### config.mk
export PLATFORM = sky130hd
export DESIGN_NAME = aircon_ir_frame_builder
export DESIGN_NICKNAME = d
export VERILOG_FILES = /design/src/sv/aifb_pkg.sv /design/src/sv/aircon_ir_frame_builder.sv /design/src/sv/aifb_cfg_regs.sv /design/src/sv/aifb_encode.sv /design/src/sv/aifb_serializer.sv
export SDC_FILE = /design/constraint.sdc
export NUM_CORES = 1
export LEC_CHECK = 0
export BUFFER_PORTS_ARGS = -buffer_cell sky130_fd_sc_hd__buf_2
export CORE_MARGIN = 10
export CORE_UTILIZATION = 35
export CTS_BUF_LIST = sky130_fd_sc_hd__clkbuf_4
export DETAILED_ROUTE_END_ITERATION = 16
export SLEW_MARGIN = 20
export SYNTH_ARGS = -nofsm -noshare
export SYNTH_HDL_FRONTEND = slang
export SYNTH_SLANG_ARGS = --single-unit
### constraint.sdc
create_clock -name clk -period 12.1 [get_ports clk]
set_input_delay 1.815 -clock clk [delete_from_list [all_inputs] [get_ports clk]]
set_output_delay 1.815 -clock clk [all_outputs]
set_load 0.02 [all_outputs]
### src/sv/aifb_pkg.sv
// Shared types, register indexes, command codes and frame constants for the IR frame builder.
`timescale 1ns / 1ps
`default_nettype none

package aifb_pkg;

	localparam int FRAME_BYTES   = 18;
	localparam int PAYLOAD_BYTES = FRAME_BYTES - 1;
	localparam int IDX_W         = 5;
	localparam int CFG_IDX_W     = 3;
	localparam int CFG_DATA_W    = 8;

	localparam logic [IDX_W-1:0] LAST_IDX = IDX_W'(FRAME_BYTES - 1);

	// Configuration register indexes
	localparam logic [CFG_IDX_W-1:0] CFG_TEMP_MIN      = 3'd0;
	localparam logic [CFG_IDX_W-1:0] CFG_TEMP_MAX      = 3'd1;
	localparam logic [CFG_IDX_W-1:0] CFG_FAN_THREE     = 3'd2;
	localparam logic [CFG_IDX_W-1:0] CFG_WIDE_VANE     = 3'd3;
	localparam logic [CFG_IDX_W-1:0] CFG_VERTICAL_VANE = 3'd4;

	// Climate modes
	localparam logic [2:0] MODE_HEAT      = 3'd1;
	localparam logic [2:0] MODE_DRY       = 3'd2;
	localparam logic [2:0] MODE_COOL      = 3'd3;
	localparam logic [2:0] MODE_HEAT_COOL = 3'd4;
	localparam logic [2:0] MODE_FAN_ONLY  = 3'd5;

	// Fan settings
	localparam logic [3:0] FAN_LOW    = 4'd1;
	localparam logic [3:0] FAN_MEDIUM = 4'd2;
	localparam logic [3:0] FAN_HIGH   = 4'd3;
	localparam logic [3:0] FAN_MIDDLE = 4'd4;
	localparam logic [3:0] FAN_QUIET  = 4'd5;

	// Swing settings
	localparam logic [1:0] SWING_BOTH       = 2'd1;
	localparam logic [1:0] SWING_VERTICAL   = 2'd2;
	localparam logic [1:0] SWING_HORIZONTAL = 2'd3;

	// Presets
	localparam logic [2:0] PRESET_ECO   = 3'd1;
	localparam logic [2:0] PRESET_BOOST = 3'd2;
	localparam logic [2:0] PRESET_SLEEP = 3'd3;

	// Fixed frame content
	localparam logic [7:0] MARK_0       = 8'h23;
	localparam logic [7:0] MARK_1       = 8'hCB;
	localparam logic [7:0] MARK_2       = 8'h26;
	localparam logic [7:0] MARK_3       = 8'h01;
	localparam logic [7:0] MARK_4       = 8'h00;
	localparam logic [7:0] POWER_ON     = 8'h20;
	localparam logic [7:0] DRY_TEMP     = 8'd24;
	localparam logic [7:0] WIDE_SWING   = 8'hC0;
	localparam logic [7:0] VERT_SWING   = 8'h38;
	localparam logic [7:0] VERT_FIXED   = 8'h40;
	localparam logic [7:0] ECO_MODE     = 8'h58;
	localparam logic [7:0] BOOST_BIT    = 8'h40;
	localparam logic [7:0] ECO_FLAG     = 8'h20;
	localparam logic [7:0] SLEEP_FLAG   = 8'hC1;
	localparam logic [7:0] BOOST_FLAG   = 8'h08;

	typedef struct packed {
		logic [5:0] temp_min;
		logic [5:0] temp_max;
		logic       fan_three_level;
		logic [7:0] default_wide_vane;
		logic [7:0] default_vertical_vane;
	} cfg_t;

	typedef struct packed {
		logic [2:0]        climate_mode;
		logic signed [10:0] target_temp_x16;
		logic [3:0]        fan_setting;
		logic [1:0]        swing_setting;
		logic [2:0]        preset_setting;
	} cmd_t;

	// Bytes 0 to 16 of a frame; the checksum byte is formed on the way out
	typedef logic [PAYLOAD_BYTES-1:0][7:0] frame_t;

endpackage

`default_nettype wire

### src/sv/aircon_ir_frame_builder.sv
// Top level of the air-conditioner IR frame builder: command register, encoder, serializer.
`timescale 1ns / 1ps
`default_nettype none

// Channel   Direction  Handshake               Payload
// cmd       in         cmd_valid / cmd_stall    climate_mode, target_temp_x16, fan_setting,
//                                               swing_setting, preset_setting
// byte      out        byte_valid / byte_stall  frame_byte, byte_index, last_byte
// cfg       in         cfg_valid / cfg_ready    cfg_index, cfg_data
//
// Each command yields 18 byte transfers, one per cycle while byte_stall is low, so a steady
// stream of commands is bounded by the single byte-wide output register.
// A frame's first byte passes the command register, frame buffer and output register in turn.
// Reset clears the command and serializer control state and loads the register defaults.
// A stall on the byte channel holds the output register; a second command waits in the
// command register and further commands are stalled until the current frame has gone out.

module aircon_ir_frame_builder (
	input  logic                 clk,
	input  logic                 arst_n,

	input  logic                 cmd_valid,
	output logic                 cmd_stall,
	input  logic [2:0]           climate_mode,
	input  logic signed [10:0]   target_temp_x16,
	input  logic [3:0]           fan_setting,
	input  logic [1:0]           swing_setting,
	input  logic [2:0]           preset_setting,

	output logic                 byte_valid,
	input  logic                 byte_stall,
	output logic [7:0]           frame_byte,
	output logic [4:0]           byte_index,
	output logic                 last_byte,

	input  logic                 cfg_valid,
	output logic                 cfg_ready,
	input  logic [2:0]           cfg_index,
	input  logic [7:0]           cfg_data
);
	import aifb_pkg::*;

	cfg_t   cfg;
	cmd_t   cmd_s1;
	logic   valid_s1;
	frame_t frame;
	logic   ser_ready;

	// Configuration registers; writes are expected only while the block is idle.
	aifb_cfg_regs u_cfg (
		.clk       (clk),
		.arst_n    (arst_n),
		.cfg_valid (cfg_valid),
		.cfg_index (cfg_index),
		.cfg_data  (cfg_data),
		.cfg_ready (cfg_ready),
		.cfg       (cfg)
	);

	// The command register is free when empty or when its contents move into the
	// serializer in this cycle.
	assign cmd_stall = valid_s1 && !ser_ready;

	always_ff @(posedge clk or negedge arst_n) begin
		if (!arst_n)
			valid_s1 <= 1'b0;
		else if (!cmd_stall)
			valid_s1 <= cmd_valid;
	end

	always_ff @(posedge clk) begin
		if (cmd_valid && !cmd_stall) begin
			cmd_s1.climate_mode    <= climate_mode;
			cmd_s1.target_temp_x16 <= target_temp_x16;
			cmd_s1.fan_setting     <= fan_setting;
			cmd_s1.swing_setting   <= swing_setting;
			cmd_s1.preset_setting  <= preset_setting;
		end
	end

	// The whole frame apart from its checksum is formed in one pass from the registered command.
	aifb_encode u_encode (
		.cmd   (cmd_s1),
		.cfg   (cfg),
		.frame (frame)
	);

	// The serializer keeps the frame, sends it byte by byte and adds the checksum at the end.
	aifb_serializer u_ser (
		.clk        (clk),
		.arst_n     (arst_n),
		.load_valid (valid_s1),
		.load_frame (frame),
		.load_ready (ser_ready),
		.byte_valid (byte_valid),
		.byte_stall (byte_stall),
		.frame_byte (frame_byte),
		.byte_index (byte_index),
		.last_byte  (last_byte)
	);

`ifndef SYNTHESIS
	// Within a frame the bytes follow one another with no gap once the previous one is taken.
	a_index_step: assert property (@(posedge clk) disable iff (!arst_n)
		(byte_valid && !byte_stall && !last_byte) |=>
			(byte_valid && byte_index == $past(byte_index) + 5'd1))
		else $error("frame byte index did not advance by one");

	// The end-of-frame flag marks exactly the checksum position.
	a_last_flag: assert property (@(posedge clk) disable iff (!arst_n)
		byte_valid |-> (last_byte == (byte_index == LAST_IDX)))
		else $error("last_byte does not match the checksum position");

	// Every frame opens with its first marker byte.
	a_first_marker: assert property (@(posedge clk) disable iff (!arst_n)
		(byte_valid && byte_index == 5'd0) |-> (frame_byte == MARK_0))
		else $error("frame does not start with the marker byte");

	// Commands are held back only while a command is already waiting.
	a_stall_cause: assert property (@(posedge clk) disable iff (!arst_n)
		cmd_stall |-> valid_s1)
		else $error("command stalled with an empty command register");
`endif

endmodule

`default_nettype wire

### src/sv/aifb_cfg_regs.sv
// Configuration register file of the IR frame builder.
`timescale 1ns / 1ps
`default_nettype none

module aifb_cfg_regs (
	input  logic                           clk,
	input  logic                           arst_n,
	input  logic                           cfg_valid,
	input  logic [aifb_pkg::CFG_IDX_W-1:0]  cfg_index,
	input  logic [aifb_pkg::CFG_DATA_W-1:0] cfg_data,
	output logic                           cfg_ready,
	output aifb_pkg::cfg_t                 cfg
);
	import aifb_pkg::*;

	cfg_t cfg_q;

	assign cfg_ready = 1'b1;
	assign cfg       = cfg_q;

	always_ff @(posedge clk or negedge arst_n) begin
		if (!arst_n) begin
			cfg_q.temp_min              <= 6'd16;
			cfg_q.temp_max              <= 6'd31;
			cfg_q.fan_three_level       <= 1'b1;
			cfg_q.default_wide_vane     <= 8'h00;
			cfg_q.default_vertical_vane <= 8'h00;
		end else if (cfg_valid && cfg_ready) begin
			case (cfg_index)
				CFG_TEMP_MIN:      cfg_q.temp_min              <= cfg_data[5:0];
				CFG_TEMP_MAX:      cfg_q.temp_max              <= cfg_data[5:0];
				CFG_FAN_THREE:     cfg_q.fan_three_level       <= cfg_data[0];
				CFG_WIDE_VANE:     cfg_q.default_wide_vane     <= cfg_data;
				CFG_VERTICAL_VANE: cfg_q.default_vertical_vane <= cfg_data;
				default: ;
			endcase
		end
	end

endmodule

`default_nettype wire

### src/sv/aifb_encode.sv
// Combinational encoder from one climate command to frame bytes 0 to 16.
`timescale 1ns / 1ps
`default_nettype none

module aifb_encode (
	input  aifb_pkg::cmd_t   cmd,
	input  aifb_pkg::cfg_t   cfg,
	output aifb_pkg::frame_t frame
);
	import aifb_pkg::*;

	logic signed [11:0] t_ext, lo, hi, t_lo, t_cl, off, off_pos, rounded;
	logic [7:0] b5, b6, b7, b8, b9, b14, b15, fan_code, vert_bits;
	logic wide_swing, vert_swing;

	// Temperature: clamp to the configured range, offset from the minimum, round half up
	always_comb begin
		t_ext   = {cmd.target_temp_x16[10], cmd.target_temp_x16};
		lo      = $signed({2'b00, cfg.temp_min, 4'b0000});
		hi      = $signed({2'b00, cfg.temp_max, 4'b0000});
		t_lo    = (t_ext < lo) ? lo : t_ext;
		t_cl    = (t_lo > hi) ? hi : t_lo;
		off     = t_cl - lo;
		off_pos = (off < 12'sd0) ? 12'sd0 : off;
		rounded = off_pos + 12'sd8;
	end

	assign wide_swing = (cmd.swing_setting == SWING_BOTH) ||
		(cmd.swing_setting == SWING_HORIZONTAL);
	assign vert_swing = (cmd.swing_setting == SWING_BOTH) ||
		(cmd.swing_setting == SWING_VERTICAL);

	always_comb begin
		b5 = POWER_ON;
		b6 = 8'h08;
		b8 = 8'h00;
		case (cmd.climate_mode)
			MODE_HEAT:      begin b6 = 8'h08; b8 = 8'h00; end
			MODE_DRY:       begin b6 = 8'h10; b8 = 8'h02; end
			MODE_COOL:      begin b6 = 8'h18; b8 = 8'h06; end
			MODE_HEAT_COOL: begin b6 = 8'h20; b8 = 8'h06; end
			MODE_FAN_ONLY:  begin b6 = 8'h38; b8 = 8'h06; end
			default:        b5 = 8'h00;
		endcase

		if (cmd.climate_mode == MODE_DRY)
			b7 = DRY_TEMP - {2'b00, cfg.temp_min};
		else
			b7 = rounded[11:4];

		b8 = b8 | (wide_swing ? WIDE_SWING : cfg.default_wide_vane);

		case (cmd.fan_setting)
			FAN_LOW:    fan_code = 8'd1;
			FAN_MEDIUM: fan_code = cfg.fan_three_level ? 8'd2 : 8'd3;
			FAN_HIGH:   fan_code = cfg.fan_three_level ? 8'd3 : 8'd4;
			FAN_MIDDLE: fan_code = 8'd2;
			FAN_QUIET:  fan_code = 8'd5;
			default:    fan_code = 8'd0;
		endcase
		vert_bits = vert_swing ? (VERT_SWING | VERT_FIXED)
			: (cfg.default_vertical_vane | VERT_FIXED);
		b9 = fan_code | vert_bits;

		b14 = 8'h00;
		b15 = 8'h00;
		case (cmd.preset_setting)
			PRESET_ECO: begin
				b6  = ECO_MODE;
				b8  = {b8[7:3], 3'd6};
				b14 = ECO_FLAG;
			end
			PRESET_BOOST: begin
				b6  = b6 | BOOST_BIT;
				b15 = BOOST_FLAG;
			end
			PRESET_SLEEP: begin
				b9  = 8'h00;
				b14 = SLEEP_FLAG;
			end
			default: ;
		endcase
	end

	always_comb begin
		frame     = '0;
		frame[0]  = MARK_0;
		frame[1]  = MARK_1;
		frame[2]  = MARK_2;
		frame[3]  = MARK_3;
		frame[4]  = MARK_4;
		frame[5]  = b5;
		frame[6]  = b6;
		frame[7]  = b7;
		frame[8]  = b8;
		frame[9]  = b9;
		frame[14] = b14;
		frame[15] = b15;
	end

endmodule

`default_nettype wire

### src/sv/aifb_serializer.sv
// Frame buffer that sends one byte per cycle while the output is not stalled and appends the running checksum.
`timescale 1ns / 1ps
`default_nettype none

module aifb_serializer (
	input  logic                        clk,
	input  logic                        arst_n,
	input  logic                        load_valid,
	input  aifb_pkg::frame_t            load_frame,
	output logic                        load_ready,
	output logic                        byte_valid,
	input  logic                        byte_stall,
	output logic [7:0]                  frame_byte,
	output logic [aifb_pkg::IDX_W-1:0]  byte_index,
	output logic                        last_byte
);
	import aifb_pkg::*;

	frame_t           frame_q;
	logic             busy_q;
	logic [IDX_W-1:0] cnt_q;
	logic [7:0]       sum_q;
	logic             valid_q;
	logic [7:0]       byte_q;
	logic [IDX_W-1:0] index_q;
	logic             last_q;
	logic             emit, at_last, take;

	assign emit       = busy_q && (!valid_q || !byte_stall);
	assign at_last    = (cnt_q == LAST_IDX);
	assign load_ready = !busy_q || (emit && at_last);
	assign take       = load_valid && load_ready;

	always_ff @(posedge clk or negedge arst_n) begin
		if (!arst_n) begin
			busy_q  <= 1'b0;
			cnt_q   <= '0;
			valid_q <= 1'b0;
		end else begin
			if (take) begin
				busy_q <= 1'b1;
				cnt_q  <= '0;
			end else if (emit) begin
				busy_q <= !at_last;
				cnt_q  <= cnt_q + IDX_W'(1);
			end
			if (emit)
				valid_q <= 1'b1;
			else if (!byte_stall)
				valid_q <= 1'b0;
		end
	end

	always_ff @(posedge clk) begin
		if (take) begin
			frame_q <= load_frame;
			sum_q   <= 8'h00;
		end else if (emit) begin
			frame_q <= {8'h00, frame_q[PAYLOAD_BYTES-1:1]};
			sum_q   <= sum_q + frame_q[0];
		end
		if (emit) begin
			byte_q  <= at_last ? sum_q : frame_q[0];
			index_q <= cnt_q;
			last_q  <= at_last;
		end
	end

	assign byte_valid = valid_q;
	assign frame_byte = byte_q;
	assign byte_index = index_q;
	assign last_byte  = last_q;

endmodule

`default_nettype wire
# Word-level counts from Yosys, hierarchy flattened
# Cells that the tools add are included.
# word_totals
reg_bits	210
in_bits	39
out_inout_bits	17
word_cells	116
# op_classes
addsub	5
order_cmp	3
n_eq_ne	22
n_mux	26
n_bitwise	2
reduce_logical	24
# ops
cell	n
$mux W128	2
$mux W8	5
$pmux W8 S5	1
$mux W12	3
$pmux W6 S4	1
$eq A3 B2 Y1 const B	6
$pmux W8 S2	1
$pmux W7 S2	1
$add A12 B5 Y12 const B	1
$gt A12 B11 Y1	1
$lt A12 B1 Y1 const B	1
$sub A12 B11 Y12	1
$lt A11 B11 Y1	1
$mux W5	2
$reduce_and A2 Y1	5
$eq A3 B1 Y1 const B	3
$eq A3 B3 Y1 const B	3
$add A8 B8 Y8	1
$eq A4 B2 Y1 const B	2
$eq A4 B3 Y1 const B	2
$or A3 B8 Y8	1
$or A8 B8 Y8	1
$sub A5 B6 Y7 const A	1
$logic_not A1 Y1	6
other kinds (17)	30

# Depth between registers and ports, before layout
# depth
word_depth	10
ltp_mapped	25
ltp_nobuf	24

# Modules after synthesis
# A second synthesis with hierarchy kept.
# hier_totals
cells_unflattened	1104
area_unflattened_um2	11339.6
# modules_own_cells
module	instances	cells_per_inst	area_per_inst_um2	seq_area_each_um2
aifb_serializer	1	702	7249.5	4839.6
aifb_encode	1	307	2182.1	0.0
aifb_cfg_regs	1	67	1159.9	734.5
aircon_ir_frame_builder	1	28	748.2	715.7

# Worst setup path before layout
# OpenSTA, ideal clock, no wires.
# synth_timing
path_kind	register to register
startpoint	register u_cfg.cfg_q (netlist bit u_cfg.cfg[24])
endpoint	register u_ser.frame_q[61] (netlist bit), data pin
arrival_ns	5.031
setup_slack_ns	6.910
path_stages_with_launch	26
n_path_buf	1
synth_period_minus_slack_ns	5.190
cell_sequence	dfrtp_1 inv_1 ha_1 o21ai_0 a21boi_0 o21ai_0 a21oi_1 nor3_1 ha_1 buf_6 mux2_2 ha_1 o21ai_0 a21oi_1 nor3_1 nor2_1 o211ai_2 mux2_2 ha_1 fa_1 xor2_1 nor3_1 o311a_1 nand3_2 mux2_4 a211oi_2
# synth_via
elab_chain_cells	10
word_cells_on_any_way	11
# synth_lines
element	line_no	text
start, declared	aifb_cfg_regs.sv:16	cfg_t cfg_q;
$lt A11 B11 Y1	aifb_encode.sv:21	t_lo = (t_ext < lo) ? lo : t_ext;
$mux W12	aifb_encode.sv:21	
$gt A12 B11 Y1	aifb_encode.sv:22	t_cl = (t_lo > hi) ? hi : t_lo;
$mux W12	aifb_encode.sv:22	
$sub A12 B11 Y12	aifb_encode.sv:23	off = t_cl - lo;
$lt A12 B1 Y1	aifb_encode.sv:24	off_pos = (off < 12'sd0) ? 12'sd0 : off;
$mux W12	aifb_encode.sv:24	
$add A12 B5 Y12	aifb_encode.sv:25	rounded = off_pos + 12'sd8;
$mux W8 (*)	aifb_encode.sv:46	if (cmd.climate_mode == MODE_DRY)
$mux W128 (*)	aifb_serializer.sv:55	if (take) begin
end signal, assigned	aifb_serializer.sv:56	frame_q <= load_frame;
end signal, assigned	aifb_serializer.sv:59	frame_q <= {8'h00, frame_q[PAYLOAD_BYTES-1:1]};
end, declared	aifb_serializer.sv:19	frame_t frame_q;
# Mark *: on every way between the ends. The rest lies on a longest branch, timed or not.
# A chain may end at the register's enable or synchronous reset.

# Worst setup path after layout
# Ends and elaborated chain as after synthesis.

==> results <==
- Static timing analysis puts the maximum clock frequency at 171 MHz.
- The worst register-to-register path has a depth of 23.
- The via count of the first global-routing pass is 5365.
- Across every metal layer, demand over resource in global routing totals 0.109.
- The worst setup path is launched from a flop.
- Across the VDD grid, the largest voltage drop is 0.0803 mV.
- The startpoint of the most critical setup path is u_cfg.cfg[24]$_DFFE_PN0P_.
- The slowest cell on the critical path is sky130_fd_sc_hd__o31ai_1.
- The number of H-tree branching levels is 4.
- The area growth from synthesis to layout is 10.5%.
- The clock passes through at most 2 buffers.
- The final non-filler cell area is 9000 sq um.
- For this design, the CTS-stage hold fixing added 0 buffers.
- The total number of cells along the worst setup path is 23.
- The post-synthesis instance area is 8150 sq um.
- The cell count after synthesis is 798.
- The average cell area after synthesis is 10.2 sq um.
- For the pin with the worst max-slew slack, the measured transition is 0.865 ns.
- The leading area contributor after synthesis is sky130_fd_sc_hd__edfxtp_1.
- The critical path goes through inv_1 > ha_1 > o21ai_0 > a21boi_0 > o21ai_0 > a21oi_1 > nor3_1 > ha_1 > mux2_2 > ha_1 > o21ai_0 > a21oi_1 > nor3_1 > nor2_1 > o211ai_2 > mux2_2 > ha_1 > nor2b_1 > o31ai_1 > o311a_1 > nand3_2 > mux2_4 > a211oi_2.
- The die covers 29800 sq um.
- The number of placed instances, taps included, is 1134.
- The clock sink total is 182.
- In this run the register-to-register setup slack is 6.24 ns.
- Of the total power, the clock network draws 0.209.
- Setup violations remaining at the end of the flow were counted as 0.
- The routed layout has 5623 vias.
- Before antenna repair, the detailed router went through 7 iterations.
- The post-synthesis net count is 870.
- The category of the most critical setup path is reg2reg.
- The clock reaches the later pin of the worst-skew pair after 0.55 ns.
- The share of synthesized area in the top cell type comes to 0.302.
- The HPWL after detailed placement is 10800 um.
- The power spent charging and discharging nets is 0.545 mW.
- Summed over all failing endpoints, the final setup total negative slack is 0 ns.
- The count of cells in the finished layout, fillers not included, comes to 1167.
- After clock tree synthesis, the clock-pin slew on the worst setup and hold paths is 0.15 ns.
- The biggest cell delay along the critical path is 0.54 ns.
- The tool flagged a number of max-cap violations equal to 0.
- The vertical extent of the die is 173 um.
- The post-layout net count is 912.
- For this design the top-level I/O count stands at 56.
- The total power draw is 1.65 mW.
- The total clock buffers created by CTS is 17.
- Hold timing on the final database bottoms out at a slack of 0.449 ns.
- In this run the most critical hold path is launched from u_ser.frame_q[27]$_SDFFE_PP0P_.
- The synthesized design contains 182 register bits.
- Data on the critical path is required at its endpoint by 12.50 ns.
- The starting density of the core is 0.358.
- The sequential fraction of design power is 0.511.
- The count of nets left with antenna violations once routing finished came out at 0.
- Dividing the final minimum period by the clock period gives 0.485.
- STA classifies the critical path endpoint as a flop.
- Using the TritonRoute via totals, the vias-per-cell ratio works out to 4.82.
- The reported leakage power is 3.64 nW.
- Gates resized during post-CTS repair numbered 0.
- The number of unique standard cell types used by synthesis is 64.
- For met2 alone, demand over resource in global routing was 0.178.
- Setup repair after global routing left no endpoint under its margin.
- The share of synthesized area occupied by flip-flops and latches is 0.571.
- The buffers plus inverters on the worst setup path is 1.
- By instance count, the cell type seen most on the critical path is sky130_fd_sc_hd__ha_1.
- Routability-driven placement finished with a final weighted congestion of 0.823.
- The floorplan row count is 55.
- The number of enable flip-flop cells after synthesis is 82.
- The library cell used most frequently in the layout, excluding fill and tap cells, is sky130_fd_sc_hd__nand2_1.
- Entering global routing, the biggest net connects 78 pins.
- In this run the worst path has a maximum fanout of 9.
- The global routing usage on met1 is 0.139.
- The number of antenna violations at the first check in global routing was 1.
- The library cells used most frequently in the layout, excluding fill and tap cells, are 180 x sky130_fd_sc_hd__nand2_1, 82 x sky130_fd_sc_hd__edfxtp_1, 80 x sky130_fd_sc_hd__a21oi_1.
- Of the cells placed in the final design, the portion with a size suffix greater than 1 is 0.165.
- The worst hold-check path type is reg2reg.
- The endpoint arrival time on the critical path is 6.27 ns.
- The number of buffers inserted to repair setup after CTS is 0.
- Summing all placed instances gives a cell area of 8700 sq um.
- After detailed routing, the average wire length per cell comes to 14.0 um.
- The primary flip-flop cell chosen by synthesis mapping is sky130_fd_sc_hd__edfxtp_1.
- In the post-synthesis netlist, the biggest area contributors are sky130_fd_sc_hd__edfxtp_1 30%, sky130_fd_sc_hd__dfxtp_1 16%, sky130_fd_sc_hd__dfrtp_1 8.9%.
- Timing analysis after detailed placement gives a worst setup slack of 6.34 ns.
- Of the total power, the share spent switching nets is 0.330.
- The clock root buffer master is sky130_fd_sc_hd__clkbuf_4.
- Of the total power, combinational logic draws 0.280.
- In this run the horizontal extent of the chip is 173 um.
- The instance count along the most critical hold path is 2.
- The clock skew is 0.0224 ns.
- The cell internal power dissipation is 1.11 mW.
- The number of hold violations in the final report is 0.
- The number of DRC markers in iteration 0 is 347.
- Summed over all layers, the routed wires come to 16300 um.
- The power per unit of standard cell area is 183 nW/um^2.
- The run finished with clean final reports.
- Among cell families on the critical path, the largest total delay comes from compound AO/OA/AOI/OAI gates.
- The first global-routing pass estimated 27100 um of wire.
- The TritonCTS clock tree is done.
- The busiest layer in global routing is met2.
- Setup slack closes at 6.24 ns.
- The number of design rule violations left after detail routing is 0.
- The core outline area is 22800 sq um.
- The met3 track demand over resource in global routing is 0.0264.
- The count of pins over their slew limit is 0.
- The launch instance of the worst register-to-register path is u_cfg.cfg[24]$_DFFE_PN0P_.
- The warning count from the yosys run is 0.
- At the end of the flow the core is filled with cells to 0.395.
- The post-synthesis async set-or-reset flop share is 0.198.
- The minimum period implied by the final worst setup slack is 5.86 ns.
- The count of input and output buffers is 54.
- The headroom to the max-slew limit is 0.424.
- For this run the aggregate overflow at the end of global routing stands at 0.
per-layer routing:
| layer | vias to the layer above | part of all wire |
|---|---|---|
| met5 | - | 0 |
| met4 | 0 | 0.014 |
| met3 | 15 | 0.037 |
| met2 | 98 | 0.48 |
| met1 | 2647 | 0.47 |
| li1 | 2863 | - |
cells by family after synthesis:
family / count (synthesis) / synth area share
buf+inv: 64 / 0.0324
compound gates: 151 / 0.108
simple gates: 320 / 0.176
flops: 182 / 0.571
xor+xnor: 17 / 0.0183
other cells: 1 / 0.000460
fa+ha+maj: 33 / 0.0525
mux: 30 / 0.0415
tightest hold or removal path, stage by stage (launching register included):
cell and delay (ns):
sky130_fd_sc_hd__dfxtp_1 0.33, sky130_fd_sc_hd__nand2_1 0.05, sky130_fd_sc_hd__a21oi_1 0.05
power groups by stage:
stage / logic (mW) / registers [mW] / clock network [mW]
5_1_grt: 0.528 / 0.859 / 0.383
4_1_cts: 0.467 / 0.844 / 0.358
3_5_place_dp: 0.464 / 0.859 / 0
3_3_place_gp: 0.457 / 0.856 / 0
6_report: 0.462 / 0.843 / 0.346
2_1_floorplan: 0.354 / 0.854 / 0
path summary, 6_finish.rpt:
kind | end
setup reg to reg | u_ser.frame_q[61]$_DFFE_PP_
max in group asynchronous | u_ser.cnt_q[1]$_DFFE_PN0P_
hold reg to reg | u_ser.frame_q[19]$_SDFFE_PP0P_
min in group asynchronous | u_cfg.cfg[14]$_DFFE_PN0P_
setup / recovery | u_ser.frame_q[61]$_DFFE_PP_
hold / removal | u_ser.frame_q[19]$_SDFFE_PP0P_
registers in the layout, summed over array words and instances (netlist names):
name and cells:
u_ser.busy_q 1, u_cfg.cfg 28, cmd_s1 23, u_ser.sum_q 8, u_ser.byte_index 5, u_ser.byte_valid 1
u_ser.frame_byte 8, u_ser.frame_q 101, u_ser.last_byte 1, u_ser.cnt_q 5, valid_s1 1
cells in the mapped netlist (all sizes together) (5+ instances only):
library cell / n
nand2: 182
edfxtp: 82
a21oi: 80
dfxtp: 64
nor2: 35
o21ai: 35
nand3: 34
ha: 31
dfrtp: 29
inv: 27
mux2: 27
clkbuf: 22
nor3: 16
and3: 15
buf: 15
nor2b: 10
xnor2: 10
nand2b: 8
dfstp: 7
xor2: 7
o211ai: 6
a31oi: 5
area by class of cell:
class,instances,area [sq um]
Multi-Input combinational cell,552,3250
Timing Repair Buffer,60,315
Inverter,27,103
Clock inverter,13,146
Fill cell,2291,13800
Antenna cell,1,2.50
Sequential cell,182,4650
Tap cell,313,392
Clock buffer,19,143
Power figures use the tool's default switching activity.
